===== src/sv/phc_pkg.sv =====
// Package for the packet header classifier.
// Holds word types, protocol constants, result codes and the ones' complement adder.
// No dependencies.
package phc_pkg;

	localparam logic [15:0] ETYPE_ARP     = 16'h0806;
	localparam logic [15:0] ETYPE_IPV4    = 16'h0800;
	localparam logic [7:0]  PROTO_ICMP    = 8'h01;
	localparam logic [7:0]  PROTO_UDP     = 8'h11;
	localparam logic [7:0]  PROTO_TCP     = 8'h06;
	localparam logic [7:0]  ICMP_ECHO_REQ = 8'h08;
	localparam logic [7:0]  ICMP_ECHO_REP = 8'h00;
	localparam logic [15:0] ARPOP_REQ     = 16'h0001;
	localparam logic [15:0] ARPOP_REP     = 16'h0002;
	localparam logic [7:0]  TCPF_SYN      = 8'h02;
	localparam logic [7:0]  TCPF_RST      = 8'h04;
	localparam logic [7:0]  TCPF_FIN      = 8'h01;
	localparam logic [3:0]  IHL_MASK      = 4'hf;
	localparam logic [3:0]  IHL_MIN       = 4'd5;

	localparam logic [15:0] ETH_LEN       = 16'd14;
	localparam logic [15:0] POS_ETYPE     = 16'd13;
	localparam logic [15:0] POS_ARP_OP    = 16'd21;
	localparam logic [15:0] POS_MAX       = 16'hffff;
	localparam logic [16:0] ARP_LEN       = 17'd42;
	localparam logic [16:0] L4_MIN_LEN    = 17'd8;
	localparam logic [16:0] TCP_HDR_LEN   = 17'd20;
	localparam logic [5:0]  IP_HDR_MIN    = 6'd20;

	localparam logic [15:0] Q_IHL         = 16'd0;
	localparam logic [15:0] Q_TLEN        = 16'd3;
	localparam logic [15:0] Q_TTL         = 16'd8;
	localparam logic [15:0] Q_PROTO       = 16'd9;
	localparam logic [15:0] Q_ADDR_LO     = 16'd12;
	localparam logic [15:0] Q_ADDR_HI     = 16'd20;

	localparam logic [15:0] R_ICMP_TYPE   = 16'd0;
	localparam logic [15:0] R_SRC_PORT    = 16'd1;
	localparam logic [15:0] R_DST_PORT    = 16'd3;
	localparam logic [15:0] R_TCP_FLAGS   = 16'd13;
	localparam logic [15:0] R_WINDOW      = 16'd15;

	localparam logic [1:0]  KIND_ARP      = 2'd0;
	localparam logic [1:0]  KIND_IPV4     = 2'd1;
	localparam logic [1:0]  KIND_OTHER    = 2'd2;
	localparam logic [1:0]  ARPK_REQ      = 2'd0;
	localparam logic [1:0]  ARPK_REP      = 2'd1;
	localparam logic [1:0]  ARPK_OTHER    = 2'd2;
	localparam logic [1:0]  ICMPK_REQ     = 2'd0;
	localparam logic [1:0]  ICMPK_REP     = 2'd1;
	localparam logic [1:0]  ICMPK_OTHER   = 2'd2;

	typedef struct packed {
		logic [7:0] data_byte;
		logic       last_byte;
	} phc_in_t;

	typedef struct packed {
		logic [1:0]  frame_kind;
		logic [1:0]  arp_op_kind;
		logic [7:0]  ip_protocol;
		logic [7:0]  ttl_byte;
		logic        ip_header_ok;
		logic [1:0]  icmp_kind;
		logic [15:0] src_port;
		logic [15:0] dest_port;
		logic [2:0]  tcp_flag_bits;
		logic [15:0] tcp_window;
		logic        tcp_checksum_ok;
		logic        truncated;
	} phc_out_t;

	typedef struct packed {
		logic [15:0] pos;
		logic [15:0] etype;
		logic [5:0]  hlen;
		logic [15:0] tlen;
		logic [7:0]  proto;
		logic [15:0] ip_sum;
		logic [15:0] seg_sum;
		logic [7:0]  ttl;
		logic [15:0] f16;
		logic [15:0] dport;
		logic [2:0]  flags;
		logic [15:0] window;
	} phc_state_t;

	function automatic logic [15:0] oc_add(input logic [15:0] s, input logic [15:0] v);
		logic [16:0] t;
		t = {1'b0, s} + {1'b0, v};
		return t[15:0] + {15'd0, t[16]};
	endfunction

endpackage


===== src/sv/phc_parse.sv =====
// Byte parser: input register and per-frame running state.
// Hands the frame state to the finishing stage on the last byte.
// Depends on phc_pkg.
module phc_parse (
	input  logic                clk,
	input  logic                arst_n,
	input  logic                byte_valid,
	output logic                byte_ready,
	input  phc_pkg::phc_in_t    byte_word,
	output logic                snap_valid,
	input  logic                snap_ready,
	output phc_pkg::phc_state_t snap
);
	import phc_pkg::*;

	logic        valid_s1;
	phc_in_t     word_s1;
	phc_state_t  st_q;
	logic [7:0]  hold_q;
	logic        adv;

	logic [7:0]  b;
	logic [15:0] q;
	logic [15:0] r;
	logic [15:0] word;
	logic [15:0] part;
	logic [5:0]  hl_new;
	logic [5:0]  hl_eff;
	logic        is_ip;
	phc_state_t  nxt;

	assign adv        = valid_s1 && (!word_s1.last_byte || snap_ready);
	assign byte_ready = !valid_s1 || adv;
	assign snap_valid = valid_s1 && word_s1.last_byte;
	assign snap       = nxt;

	always_comb begin
		b      = word_s1.data_byte;
		word   = {hold_q, b};
		part   = st_q.pos[0] ? {8'h00, b} : {b, 8'h00};
		q      = st_q.pos - ETH_LEN;
		hl_new = ((b[3:0] & IHL_MASK) < IHL_MIN) ? IP_HDR_MIN : {b[3:0] & IHL_MASK, 2'b00};
		hl_eff = (q == Q_IHL) ? hl_new : st_q.hlen;
		r      = q - {10'd0, hl_eff};
		is_ip  = (st_q.etype == ETYPE_IPV4) && (st_q.pos >= ETH_LEN);
		nxt    = st_q;
		if (st_q.pos != POS_MAX) begin
			nxt.pos = st_q.pos + 16'd1;
			if (st_q.pos == POS_ETYPE)
				nxt.etype = word;
			if (st_q.etype == ETYPE_ARP && st_q.pos == POS_ARP_OP)
				nxt.f16 = word;
			if (is_ip) begin
				if (q == Q_IHL)
					nxt.hlen = hl_new;
				if (q == Q_TLEN)
					nxt.tlen = word;
				if (q == Q_TTL)
					nxt.ttl = b;
				if (q == Q_PROTO)
					nxt.proto = b;
				if (q < {10'd0, hl_eff})
					nxt.ip_sum = oc_add(st_q.ip_sum, part);
				if ((q >= Q_ADDR_LO && q < Q_ADDR_HI) ||
				    (q >= {10'd0, hl_eff} && q < st_q.tlen))
					nxt.seg_sum = oc_add(st_q.seg_sum, part);
				if (q >= {10'd0, hl_eff}) begin
					if (st_q.proto == PROTO_ICMP && r == R_ICMP_TYPE)
						nxt.f16 = {8'h00, b};
					if (st_q.proto == PROTO_TCP || st_q.proto == PROTO_UDP) begin
						if (r == R_SRC_PORT)
							nxt.f16 = word;
						if (r == R_DST_PORT)
							nxt.dport = word;
					end
					if (st_q.proto == PROTO_TCP) begin
						if (r == R_TCP_FLAGS)
							nxt.flags = {|(b & TCPF_SYN), |(b & TCPF_RST), |(b & TCPF_FIN)};
						if (r == R_WINDOW)
							nxt.window = word;
					end
				end
			end
		end
	end

	always_ff @(posedge clk or negedge arst_n) begin
		if (!arst_n) begin
			valid_s1 <= 1'b0;
		end else if (byte_ready) begin
			valid_s1 <= byte_valid;
		end
	end

	always_ff @(posedge clk) begin
		if (byte_valid && byte_ready)
			word_s1 <= byte_word;
	end

	always_ff @(posedge clk or negedge arst_n) begin
		if (!arst_n) begin
			st_q   <= '0;
			hold_q <= '0;
		end else if (adv) begin
			if (word_s1.last_byte) begin
				st_q   <= '0;
				hold_q <= '0;
			end else begin
				st_q <= nxt;
				if (st_q.pos != POS_MAX)
					hold_q <= word_s1.data_byte;
			end
		end
	end

endmodule


===== src/sv/phc_finish.sv =====
// Finishing stage: registers the frame state, derives lengths, checks and codes,
// and holds the result word for the output channel.
// Depends on phc_pkg.
module phc_finish (
	input  logic                clk,
	input  logic                arst_n,
	input  logic                snap_valid,
	output logic                snap_ready,
	input  phc_pkg::phc_state_t snap,
	output logic                result_valid,
	input  logic                result_ready,
	output phc_pkg::phc_out_t   result_word
);
	import phc_pkg::*;

	logic        valid_s2;
	phc_state_t  st_s2;
	logic        valid_q;
	phc_out_t    res_q;
	logic        out_adv;

	logic [5:0]  hl;
	logic [15:0] hl16;
	logic [16:0] pos17;
	logic [16:0] ip_end;
	logic [16:0] tcp_a;
	logic [16:0] tcp_c;
	logic [16:0] need;
	logic        is_arp;
	logic        is_ip;
	logic        is_tcp;
	logic        is_icmp;
	logic        has_ports;
	logic        trunc;
	logic [15:0] seg_len;
	logic [15:0] sum_p;
	logic [15:0] sum_f;
	phc_out_t    res;

	assign out_adv      = valid_s2 && (!valid_q || result_ready);
	assign snap_ready   = !valid_s2 || out_adv;
	assign result_valid = valid_q;
	assign result_word  = res_q;

	always_comb begin
		hl        = (st_s2.hlen < IP_HDR_MIN) ? IP_HDR_MIN : st_s2.hlen;
		hl16      = {10'd0, hl};
		pos17     = {1'b0, st_s2.pos};
		is_arp    = st_s2.etype == ETYPE_ARP;
		is_ip     = st_s2.etype == ETYPE_IPV4;
		is_tcp    = is_ip && st_s2.proto == PROTO_TCP;
		is_icmp   = is_ip && st_s2.proto == PROTO_ICMP;
		has_ports = is_ip && (st_s2.proto == PROTO_TCP || st_s2.proto == PROTO_UDP);
		ip_end    = {1'b0, ETH_LEN} + {11'd0, hl};
		tcp_a     = ip_end + TCP_HDR_LEN;
		tcp_c     = {1'b0, ETH_LEN} + {1'b0, st_s2.tlen};
		need      = {1'b0, ETH_LEN};
		if (is_arp)
			need = ARP_LEN;
		if (is_ip) begin
			need = ip_end;
			if (st_s2.proto == PROTO_ICMP || st_s2.proto == PROTO_UDP)
				need = ip_end + L4_MIN_LEN;
			if (is_tcp)
				need = (tcp_a > tcp_c) ? tcp_a : tcp_c;
		end
		trunc   = pos17 < need;
		seg_len = st_s2.tlen - hl16;
		sum_p   = oc_add(st_s2.seg_sum, {8'h00, PROTO_TCP});
		sum_f   = oc_add(sum_p, seg_len);

		res.frame_kind      = is_arp ? KIND_ARP : (is_ip ? KIND_IPV4 : KIND_OTHER);
		res.arp_op_kind     = ARPK_OTHER;
		if (is_arp) begin
			if (st_s2.f16 == ARPOP_REQ)
				res.arp_op_kind = ARPK_REQ;
			else if (st_s2.f16 == ARPOP_REP)
				res.arp_op_kind = ARPK_REP;
		end
		res.ip_protocol     = is_ip ? st_s2.proto : 8'h00;
		res.ttl_byte        = is_ip ? st_s2.ttl : 8'h00;
		res.ip_header_ok    = is_ip && pos17 >= ip_end && st_s2.ip_sum == 16'hffff;
		res.icmp_kind       = ICMPK_OTHER;
		if (is_icmp) begin
			if (st_s2.f16[7:0] == ICMP_ECHO_REQ)
				res.icmp_kind = ICMPK_REQ;
			else if (st_s2.f16[7:0] == ICMP_ECHO_REP)
				res.icmp_kind = ICMPK_REP;
		end
		res.src_port        = has_ports ? st_s2.f16 : 16'h0000;
		res.dest_port       = has_ports ? st_s2.dport : 16'h0000;
		res.tcp_flag_bits   = is_tcp ? st_s2.flags : 3'd0;
		res.tcp_window      = is_tcp ? st_s2.window : 16'h0000;
		res.tcp_checksum_ok = is_tcp && !trunc && st_s2.tlen >= hl16 && sum_f == 16'hffff;
		res.truncated       = trunc;
	end

	always_ff @(posedge clk or negedge arst_n) begin
		if (!arst_n) begin
			valid_s2 <= 1'b0;
			valid_q  <= 1'b0;
		end else begin
			if (snap_ready)
				valid_s2 <= snap_valid;
			if (!valid_q || result_ready)
				valid_q <= valid_s2;
		end
	end

	always_ff @(posedge clk) begin
		if (snap_valid && snap_ready)
			st_s2 <= snap;
		if (out_adv)
			res_q <= res;
	end

endmodule


===== src/sv/packet_header_classifier.sv =====
// Packet header classifier top level: byte parser followed by the finishing stage.
// A last byte's result word passes through the parser input, finishing and result registers.
// Throughput: one byte per cycle unless stalled; the running sums take one byte each cycle.
// Reset clears the frame state and all valid flags; the state clears again after each frame.
// Depends on phc_pkg, phc_parse and phc_finish.
module packet_header_classifier (
	input  logic              clk,
	input  logic              arst_n,
	input  logic              byte_valid,
	output logic              byte_ready,
	input  phc_pkg::phc_in_t  byte_word,
	output logic              result_valid,
	input  logic              result_ready,
	output phc_pkg::phc_out_t result_word
);
	import phc_pkg::*;

	logic       snap_valid;
	logic       snap_ready;
	phc_state_t snap;

	phc_parse u_parse (
		.clk        (clk),
		.arst_n     (arst_n),
		.byte_valid (byte_valid),
		.byte_ready (byte_ready),
		.byte_word  (byte_word),
		.snap_valid (snap_valid),
		.snap_ready (snap_ready),
		.snap       (snap)
	);

	phc_finish u_finish (
		.clk          (clk),
		.arst_n       (arst_n),
		.snap_valid   (snap_valid),
		.snap_ready   (snap_ready),
		.snap         (snap),
		.result_valid (result_valid),
		.result_ready (result_ready),
		.result_word  (result_word)
	);

	a_tcp_ok_clean: assert property (@(posedge clk) disable iff (!arst_n)
		result_valid && result_word.tcp_checksum_ok |->
			!result_word.truncated && result_word.frame_kind == KIND_IPV4 &&
			result_word.ip_protocol == PROTO_TCP)
		else $error("tcp checksum ok on a truncated or non-tcp frame");

	a_non_ip_zero: assert property (@(posedge clk) disable iff (!arst_n)
		result_valid && result_word.frame_kind != KIND_IPV4 |->
			result_word.ip_protocol == 8'h00 && result_word.ttl_byte == 8'h00 &&
			!result_word.ip_header_ok && result_word.src_port == 16'h0000)
		else $error("ip fields set on a non-ip frame");

	a_icmp_kind: assert property (@(posedge clk) disable iff (!arst_n)
		result_valid && result_word.icmp_kind != ICMPK_OTHER |->
			result_word.ip_protocol == PROTO_ICMP)
		else $error("icmp kind on a non-icmp frame");

	a_snap_hold: assert property (@(posedge clk) disable iff (!arst_n)
		snap_valid && !snap_ready |=> snap_valid && $stable(snap))
		else $error("frame state changed while waiting for the finishing stage");

endmodule


===== config.mk =====
export PLATFORM = sky130hd
export DESIGN_NAME = packet_header_classifier
export DESIGN_NICKNAME = d
export VERILOG_FILES = /design/src/sv/phc_pkg.sv /design/src/sv/phc_parse.sv /design/src/sv/phc_finish.sv /design/src/sv/packet_header_classifier.sv
export SDC_FILE = /design/constraint.sdc
export NUM_CORES = 1
export LEC_CHECK = 0
export ABC_AREA = 1
export ABC_CLOCK_PERIOD_IN_PS = 10390
export BUFFER_PORTS_ARGS = -buffer_cell sky130_fd_sc_hd__buf_4
export CAP_MARGIN = 20
export CORE_MARGIN = 2
export CORE_UTILIZATION = 50
export CTS_CLUSTER_DIAMETER = 60
export DETAILED_ROUTE_END_ITERATION = 16
export GPL_TIMING_DRIVEN = 0
export PLACE_DENSITY_LB_ADDON = 0.12
export SLEW_MARGIN = 20
export SYNTH_ARGS = -nofsm -noshare
export SYNTH_HDL_FRONTEND = slang
export SYNTH_SLANG_ARGS = --single-unit

===== constraint.sdc =====
create_clock -name clk -period 10.39 [get_ports clk]
set_clock_uncertainty 0.2 [all_clocks]
set_input_delay 0.5195 -clock clk [delete_from_list [all_inputs] [get_ports clk]]
set_output_delay 0.5195 -clock clk [all_outputs]
set_load 0.1 [all_outputs]

== After elaboration in Yosys (flattened, before gate mapping) ==
Cells that the tools add are included.
W data, S select, Z words.

* Register bits after elaboration: 402
* Memories: 0
* Bits in read-only memories: 0
* Output and inout port bits: 78
* Memory bits (writable): 0
* Latch bits: 0

* Shifts and indexed selects: 0
* Div/mod/pow operators: 0
* Multiplexer cells: 34
* Multipliers: 0
* Add/sub/neg operators: 16
* $lt $le $gt $ge: 12
* Reductions and logical operators: 38
* Equality and inequality tests: 25
* Bitwise logic cells: 2

{| class="wikitable"
|+ Operator list
! kind !! number
|-
| $mux W153 || 2
|-
| $mux W16 || 10
|-
| $mux W121 || 1
|-
| $eq A16 B4 Y1 const B || 5
|-
| $mux W17 || 4
|-
| $add A16 B1 Y16 || 4
|-
| $eq A16 B12 Y1 const B || 4
|-
| $add A16 B16 Y17 || 3
|-
| $mux W51 || 1
|-
| $eq A16 B2 Y1 const B || 3
|-
| $eq A16 B1 Y1 const B || 2
|-
| $eq A16 B16 Y1 const B || 2
|-
| $ge A16 B4 Y1 const B || 2
|-
| $ge A16 B6 Y1 || 2
|-
| $logic_not A16 Y1 || 2
|-
| $mux W32 || 1
|-
| $mux W8 || 4
|-
| $sub A16 B6 Y16 || 2
|-
| $mux W6 || 4
|-
| $mux W19 || 1
|-
| $logic_and A1 B1 Y1 || 18
|-
| $add A16 B3 Y17 const B || 1
|-
| $add A17 B4 Y17 const B || 1
|-
| $add A17 B5 Y17 const B || 1
|-
| other kinds (27) || 47
|}

== Longest topological paths before layout ==
Gate-level depths: netlist (run 1).

* Word-level depth: 13
* Gate-level depth with buffers: 42
* Mapped depth without buffers: 42

== Modules after synthesis ==
A second synthesis (run 1) with hierarchy kept.

* Cells, all modules: 3062
* Area total of the unflattened synthesis: 24659.9 um^2

{| class="wikitable"
|+ Modules (own cells, without submodules)
! module !! cells an instance !! area each (um^2) !! times used
|-
| phc_parse || 1921 || 12987.5 || 1
|-
| phc_finish || 1141 || 11672.4 || 1
|}

== Least setup slack after synthesis (run 1) ==
No wires, ideal clock.

* Path type: reg-to-reg
* From: reg u_finish.st_s2[62] (netlist bit)
* To: reg u_finish.res_q, in the netlist u_finish.result_word[1], data pin
* Required time: 10.044 ns
* Path slack: 4.797 ns
* Arrival: 5.247 ns
* Stages on the path, launching flop included: 37
* Setup time: 0.146 ns
* Cells stage by stage: edfxtp_1 -> inv_1 -> a21oi_1 -> nand3_1 -> nor2_1 -> nand3_1 -> nor3_1 -> nand3_1 -> nor2_1 -> ha_1 -> ha_1 -> nor3b_1 -> nand2_1 -> nor2_1 -> nand3_1 -> nor3_1 -> xor2_1 -> ha_1 -> nand2_1 -> inv_1 -> nand2_1 -> o211ai_1 -> nand3_1 -> a21boi_0 -> nor2_1 -> o21bai_1 -> ha_1 -> ha_1 -> nand4_1 -> or2_2 -> nor2_1 -> nand3_1 -> nor2_1 -> a21oi_1 -> nor2_1 -> nand4_1 -> a21oi_1

{| class="wikitable"
|+ RTL lines
! item !! line !! text
|-
| start: declaration || phc_finish.sv:17 || <nowiki>phc_state_t st_s2;</nowiki>
|-
| start signal: assignment || phc_finish.sv:112 || <nowiki>st_s2 <= snap;</nowiki>
|-
| end signal: assignment || phc_finish.sv:114 || <nowiki>res_q <= res;</nowiki>
|-
| end: declaration || phc_finish.sv:19 || <nowiki>phc_out_t res_q;</nowiki>
|}

==> results.yml, run 1 <==
clock_network:
  cts_root_buffer: "clkbuf_16"
  htreeDepth: 2
  cts_inserted_buffers: 46
  cts_tree: "yes"
  clk_path_buf_depth: 3
  cts_setup_buffers: 0
  clkLatencyLatePin_ps: 600
  cts.sinks: 402
  clk_pin_slew_worst_paths_ps: 60
critical_path:
  crit_top_cell: "nand2_1"
  arrival_ps: 7230
  endpoint_kind: "flop"
  slowest_stage: "edfxtp_1"
  cpPeakStageDelay_ps: 470
  cp-start-kind: "flop"
  worstSetupPathType: "flop to flop"
  cp.required_ps: 10630
  cp_max_fo: 5
timing:
  tightestPinTransition_ps: 994
  rsz0062_at_grt: "no"
  fin_crit_sh: 0.673
  max-slew-margin-rel: 0.332
  setup_viol: 0
  holdWs_ps: 130
  finalMaxSlewViolations: 0
  post-route-min-period_ps: 6990
  setup-tns-final_ps: 0
  hold_violations: 0
  fmax_mhz: 143
floorplanning:
  num_io_pins: 91
  fp.dieW_um: 226
  dieArea_um2: 51300
  row_count: 81
  core_area_um2: 48800
  chipHeight_um: 226
  start_util: 0.506
routing:
  wirelength_um: 73300
  wire_per_inst_um: 18.6
  ant_nets: 0
  wl_met2_um: 33500
  routed.top_layer: "met5"
  vias: 21614
  wl_met3_um: 4410
  wirelength_met1_um: 33500
  drtIter0Drc: 2059
  viasPerCell: 5.49
  route.detailed.drc: 0
  drtPass1Iterations: 8
synthesis:
  synthArstFlopShare: 0.408
  ys.flop_type: "edfxtp_1"
  avgSynthCellArea_um2: 8.03
  syn-cell-area_um2: 24700
  synth_nets: 3219
  synth_edf_count: 238
  ys_warn_count: 0
  syn_inst: 3080
  ys_seq_area_frac: 0.455
  synth_cell_types: 56
  ys_ff_latch: 402
cells_and_area:
  drive_above_1_share: 0.0800
  num_antenna_cells: 0
  area_growth_pct: 13.1
  layout.nets: 3374
hold_path:
  hold_path.class: "input pin to flop"
global_routing:
  overflow: 0
  antenna_found_initial: 2
  grt_usage: 0.288
  grt_pass1_vias: 20483
  grt_max_degree: 91
  grt_pass1_wl_um: 114000
power_and_ir_drop:
  power_density_nw_per_um2: 144
  ir_drop_v: 0.000142
  total_power_mw: 4.04
  p_leak_nw: 13.2
placement:
  dpl.hpwl_um: 56300
  place_congestion: 0.991
  portBuffers: 90
outcome:
  status: "finished, final reports clean"
job:
  drv_cap: 0
## logic make-up (layout without fill, tap and decap cells)
family / Yosys count / in the layout / synth area share
simple gates: 1558 / 1558 / 0.279
buf+inv: 526 / 719 / 0.0821
flops: 402 / 402 / 0.455
compound gates: 381 / 381 / 0.0880
fa+ha+maj: 126 / 126 / 0.0653
xor+xnor: 87 / 87 / 0.0308
## cells in the mapped netlist (6+ instances only)
cell type / count / area (µm²)
xnor2_1: 17 / 149
o21ai_1: 24 / 120
or2_2: 11 / 68.8
a21oi_1: 104 / 521
buf_2: 20 / 100
a22o_1: 25 / 219
nor2_4: 8 / 90.1
nor4_1: 16 / 100
nand4_1: 99 / 619
ha_1: 121 / 1510
inv_1: 441 / 1660
o22ai_1: 21 / 131
o21bai_1: 15 / 113
nand2_1: 764 / 2870
o211ai_1: 10 / 75.1
nand2_2: 21 / 131
clkbuf_1: 48 / 180
nor2_2: 7 / 43.8
nand3_1: 219 / 1100
nor3_1: 42 / 210
a21o_1: 7 / 52.6
o21ai_0: 148 / 741
and2_1: 42 / 263
xor2_1: 70 / 613
a21boi_0: 7 / 52.6
a31oi_1: 6 / 37.5
nor2_1: 306 / 1150
dfrtp_1: 164 / 4100
edfxtp_1: 238 / 7150
## placed cells by master (no fill, tap or decap), drive strengths merged, types with 42 or more instances in the layout
cell / Yosys / layout
nor3: 44 / 44
edfxtp: 238 / 238
nor2: 323 / 323
o21ai: 173 / 173
nand4: 101 / 101
nand2: 789 / 789
buf: 28 / 124
and2: 42 / 42
dfrtp: 164 / 164
xor2: 70 / 70
clkbuf: 48 / 114
inv: 446 / 455
nand3: 221 / 221
ha: 121 / 121
a21oi: 105 / 105
## worst max-delay path: cells and delay by family (launching register included)
kind / cells / cell delay [ps]
flops: 1 / 470
simple gates: 24 / 2890
buf+inv: 7 / 650
fa+ha+maj: 3 / 960
compound gates: 8 / 1700
## path summary, 6_finish.rpt
check | end | depth (start not counted) | slack [ps] | from
setup / recovery | u_finish.result_word[1]$_DFFE_PP_ | 42 | 3400 | u_finish.st_s2[119]$_DFFE_PP_
hold / removal | u_finish.result_valid$_DFFE_PN0P_ | 4 | 130 | result_ready
setup reg to reg | u_finish.result_word[1]$_DFFE_PP_ | 42 | 3400 | u_finish.st_s2[119]$_DFFE_PP_
hold reg to reg | u_parse.st_q[33]$_DFFE_PN0P_ | 2 | 280 | u_parse.st_q[33]$_DFFE_PN0P_
max in group asynchronous | u_parse.st_q[10]$_DFFE_PN0P_ | 3 | 8710 | arst_n
min in group asynchronous | u_parse.st_q[81]$_DFFE_PN0P_ | 2 | 320 | arst_n
## flip-flops by register name, indices dropped and copies added, names as in the netlist
name	flops
u_finish.pos17	16
u_finish.result_valid	1
u_finish.result_word	76
u_finish.st_s2	137
u_finish.valid_s2	1
u_parse.b	8
u_parse.hold_q	8
u_parse.st_q	153
u_parse.valid_s1	1
u_parse.word_s1	1
## per-stage QoR
stage | worst slack (ps) | area (µm²) | std cells | utilization
floorplan | 4800 | 24700 | 3080 | -
global placement | 3640 | 26200 | 3834 | 0.537
detailed placement | 3450 | 26400 | 3840 | 0.540
CTS | 3420 | 28000 | 3937 | 0.572
global route | 2510 | 28000 | 3937 | 0.572
finish | 3400 | 28000 | 3937 | 0.572
## per-layer routing
layer,global-route usage,vias up
li1,-,10488
met1,0.413,10269
met2,0.464,729
met3,0.0319,126
met4,0.0802,2
met5,0,-
## where the power goes
part	total (mW)	switching [mW]	internal [mW]
clock	1.58	0.688	0.896
sequential	1.79	0.0364	1.75
combinational	0.665	0.497	0.167
## repair_timing
action,in CTS,in global routing
hold endpoints to repair,84,0
hold buffers,11,0
gates resized for setup,0,0
## cell type report
| class | count | area [µm²] |
|---|---|---|
| Multi-Input combinational cell | 2152 | 11500 |
| Sequential cell | 402 | 11300 |
| Fill cell | 4493 | 20900 |
| Tap cell | 664 | 831 |
| Timing Repair Buffer | 107 | 921 |
| Buffer | 76 | 340 |
| Clock inverter | 20 | 178 |
| Inverter | 450 | 1700 |
| Clock buffer | 66 | 1280 |
No activity file was read; power rests on OpenSTA's default activity.
==> inputs of run 2 (changes only) <==
Settings changed: ABC_CLOCK_PERIOD_IN_PS 10390 to 7000.
Clock period 10.39 ns to 7 ns, I/O delays scaled along.
==> run 2 against run 1 <==
Compared with the run above:
- count of clock-buffer cells in the layout unchanged
- sequential share of layout area is 0.14 points lower
- die area did not move
- clock power up 49%
- global-route usage is the same
- maximum frequency is 10% higher
- via count fell by 0.19%
- first-iteration DRC count is 5.1% lower
- final cell count about the same
- total power grew 49%
- hold slack improved by 17 ps
- largest power group unchanged
==> results.yml, run 2 (same netlist as run 1, synthesis figures left out) <==
global_routing:
  overflow: 0
  grt_max_degree: 91
  antenna_found_initial: 2
  grt_usage: 0.288
  grt_pass1_vias: 20486
  grt_pass1_wl_um: 114000
clock_network:
  htreeDepth: 2
  cts.sinks: 402
  clk_pin_slew_worst_paths_ps: 60
  cts_tree: "yes"
  cts_inserted_buffers: 46
  clkLatencyLatePin_ps: 590
  cts_root_buffer: "clkbuf_16"
  clk_path_buf_depth: 3
cells_and_area:
  area_growth_pct: 13.5
  final_cell_area_um2: 28100
  final_common_cell: "nand2_1"
  largest_reg_flops: 153
  regMostFlops: "u_parse.st_q"
  num_antenna_cells: 0
  final_cell_mix: "764 x nand2_1, 440 x inv_1, 302 x nor2_1"
  layout.nets: 3377
  drive_above_1_share: 0.0842
timing:
  fin_ws_ps: 640
  hold_violations: 0
  tightestPinTransition_ps: 1050
  post-route-min-period_ps: 6360
  setup_viol: 0
  fin_crit_sh: 0.909
  max-slew-margin-rel: 0.294
  fmax_mhz: 157
  finalMaxSlewViolations: 0
critical_path:
  cp-start-kind: "flop"
  worst-r2r-cell-count: 40
  cpPeakStageDelay_ps: 460
  arrival_ps: 6600
  cp.depth: 40
  crit_top_cell: "nand2_1"
  cp.required_ps: 7240
  cp_max_fo: 5
  cp.buffers_inverters: 7
  endpoint_kind: "flop"
  worstSetupPathType: "flop to flop"
  slowest_stage: "edfxtp_1"
  cp_top_family: "simple AND/OR/NAND/NOR gates"
power_and_ir_drop:
  power_density_nw_per_um2: 214
  ir_drop_v: 0.000210
  p_leak_nw: 13.2
floorplanning:
  start_util: 0.506
  chipHeight_um: 226
  row_count: 81
  fp.dieW_um: 226
  dieArea_um2: 51300
  num_io_pins: 91
  core_area_um2: 48800
placement:
  dpl.hpwl_um: 56300
  place_congestion: 0.991
  portBuffers: 90
  dp_slack_ps: 64.6
  placed_area_um2: 26400
job:
  drv_cap: 0
routing:
  viasPerCell: 5.48
  route.detailed.drc: 0
  wire_per_inst_um: 18.6
  vias: 21574
  ant_nets: 0
  wirelength_um: 73400
  drtIter0Drc: 1953
  drtPass1Iterations: 6
hold_path:
  hold_path.class: "input pin to asynchronous set/reset pin"
outcome:
  status: "finished, final reports clean"
run 2: changes by cell type in the layout (fill, tap and decap cells not counted), moves of 2 or more:
cell,previous run,this run
nor2_2,8,10
nor3_1,42,39
nor2_1,304,302
nor3_4,1,3
buf_4,93,95
run 2: worst paths after layout:
kind / startpoint / slack, ps / end
min in group clk: byte_word[2] / 270 / u_parse.b[1]$_DFFE_PP_
worst max register to register: u_finish.st_s2[119]$_DFFE_PP_ / 640 / u_finish.result_word[1]$_DFFE_PP_
worst min register to register: u_parse.st_q[33]$_DFFE_PN0P_ / 280 / u_parse.st_q[33]$_DFFE_PN0P_
worst min-delay path: arst_n / 150 / u_parse.st_q[81]$_DFFE_PN0P_
worst max-delay path: u_finish.st_s2[119]$_DFFE_PP_ / 640 / u_finish.result_word[1]$_DFFE_PP_
max in group asynchronous: arst_n / 5490 / u_parse.st_q[10]$_DFFE_PN0P_
run 2: report_power, final:
| group | internal [mW] | switching [mW] | leakage (nW) |
|---|---|---|---|
| Sequential | 2.60 | 0.0549 | 4.57 |
| Combinational | 0.251 | 0.741 | 7.94 |
| Clock | 1.33 | 1.02 | 0.715 |
| Total | 4.18 | 1.82 | 13.2 |
run 2: timing repair:
action | CTS | global route
gates resized for setup | 0 | 16
setup buffers | 0 | 2
hold buffers | 12 | 0
endpoints found under the hold margin | 85 | 0
endpoints found under the setup margin | 0 | 1
run 2: final cells by class:
| cell class | instances | area, µm² |
|---|---|---|
| clock buffer | 66 | 1280 |
| clock inverter | 20 | 178 |
| timing repair buffer | 110 | 946 |
| sequential | 402 | 11300 |
| inverter | 450 | 1700 |
| buffer | 76 | 340 |
| tap | 664 | 831 |
| multi-input combinational | 2152 | 11500 |
| fill | 4484 | 20800 |
run 2: per-stage QoR:
stage / power [mW] / utilization / hold WS (ps) / cells / TNS [ps]
5_1_grt: 6.22 / 0.574 / 196 / 3940 / -44.5
6_report: 6.00 / 0.574 / 147 / 3940 / 0
3_3_place_gp: 3.66 / 0.537 / 249 / 3834 / 0
4_1_cts: 6.01 / 0.573 / 163 / 3938 / 0
3_5_place_dp: 3.67 / 0.540 / 192 / 3840 / 0
2_1_floorplan: 3.38 / - / -146 / 3080 / 0
run 2: worst reg2reg max path: cells and delay by family, from the launching register on:
kind / cells / cell delay [ps]
compound gates: 7 / 1390
simple gates: 22 / 2380
flops: 1 / 460
buf+inv: 7 / 600
xor+xnor: 1 / 160
fa+ha+maj: 3 / 1020
run 2: layer usage:
| layer | track usage | wire length, µm | share of wire |
|---|---|---|---|
| met2 | 0.464 | 33600 | 0.46 |
| met3 | 0.0319 | 4310 | 0.059 |
| met5 | 0 | 11 | 0.00015 |
| met1 | 0.413 | 33600 | 0.46 |
| met4 | 0.0802 | 1830 | 0.025 |
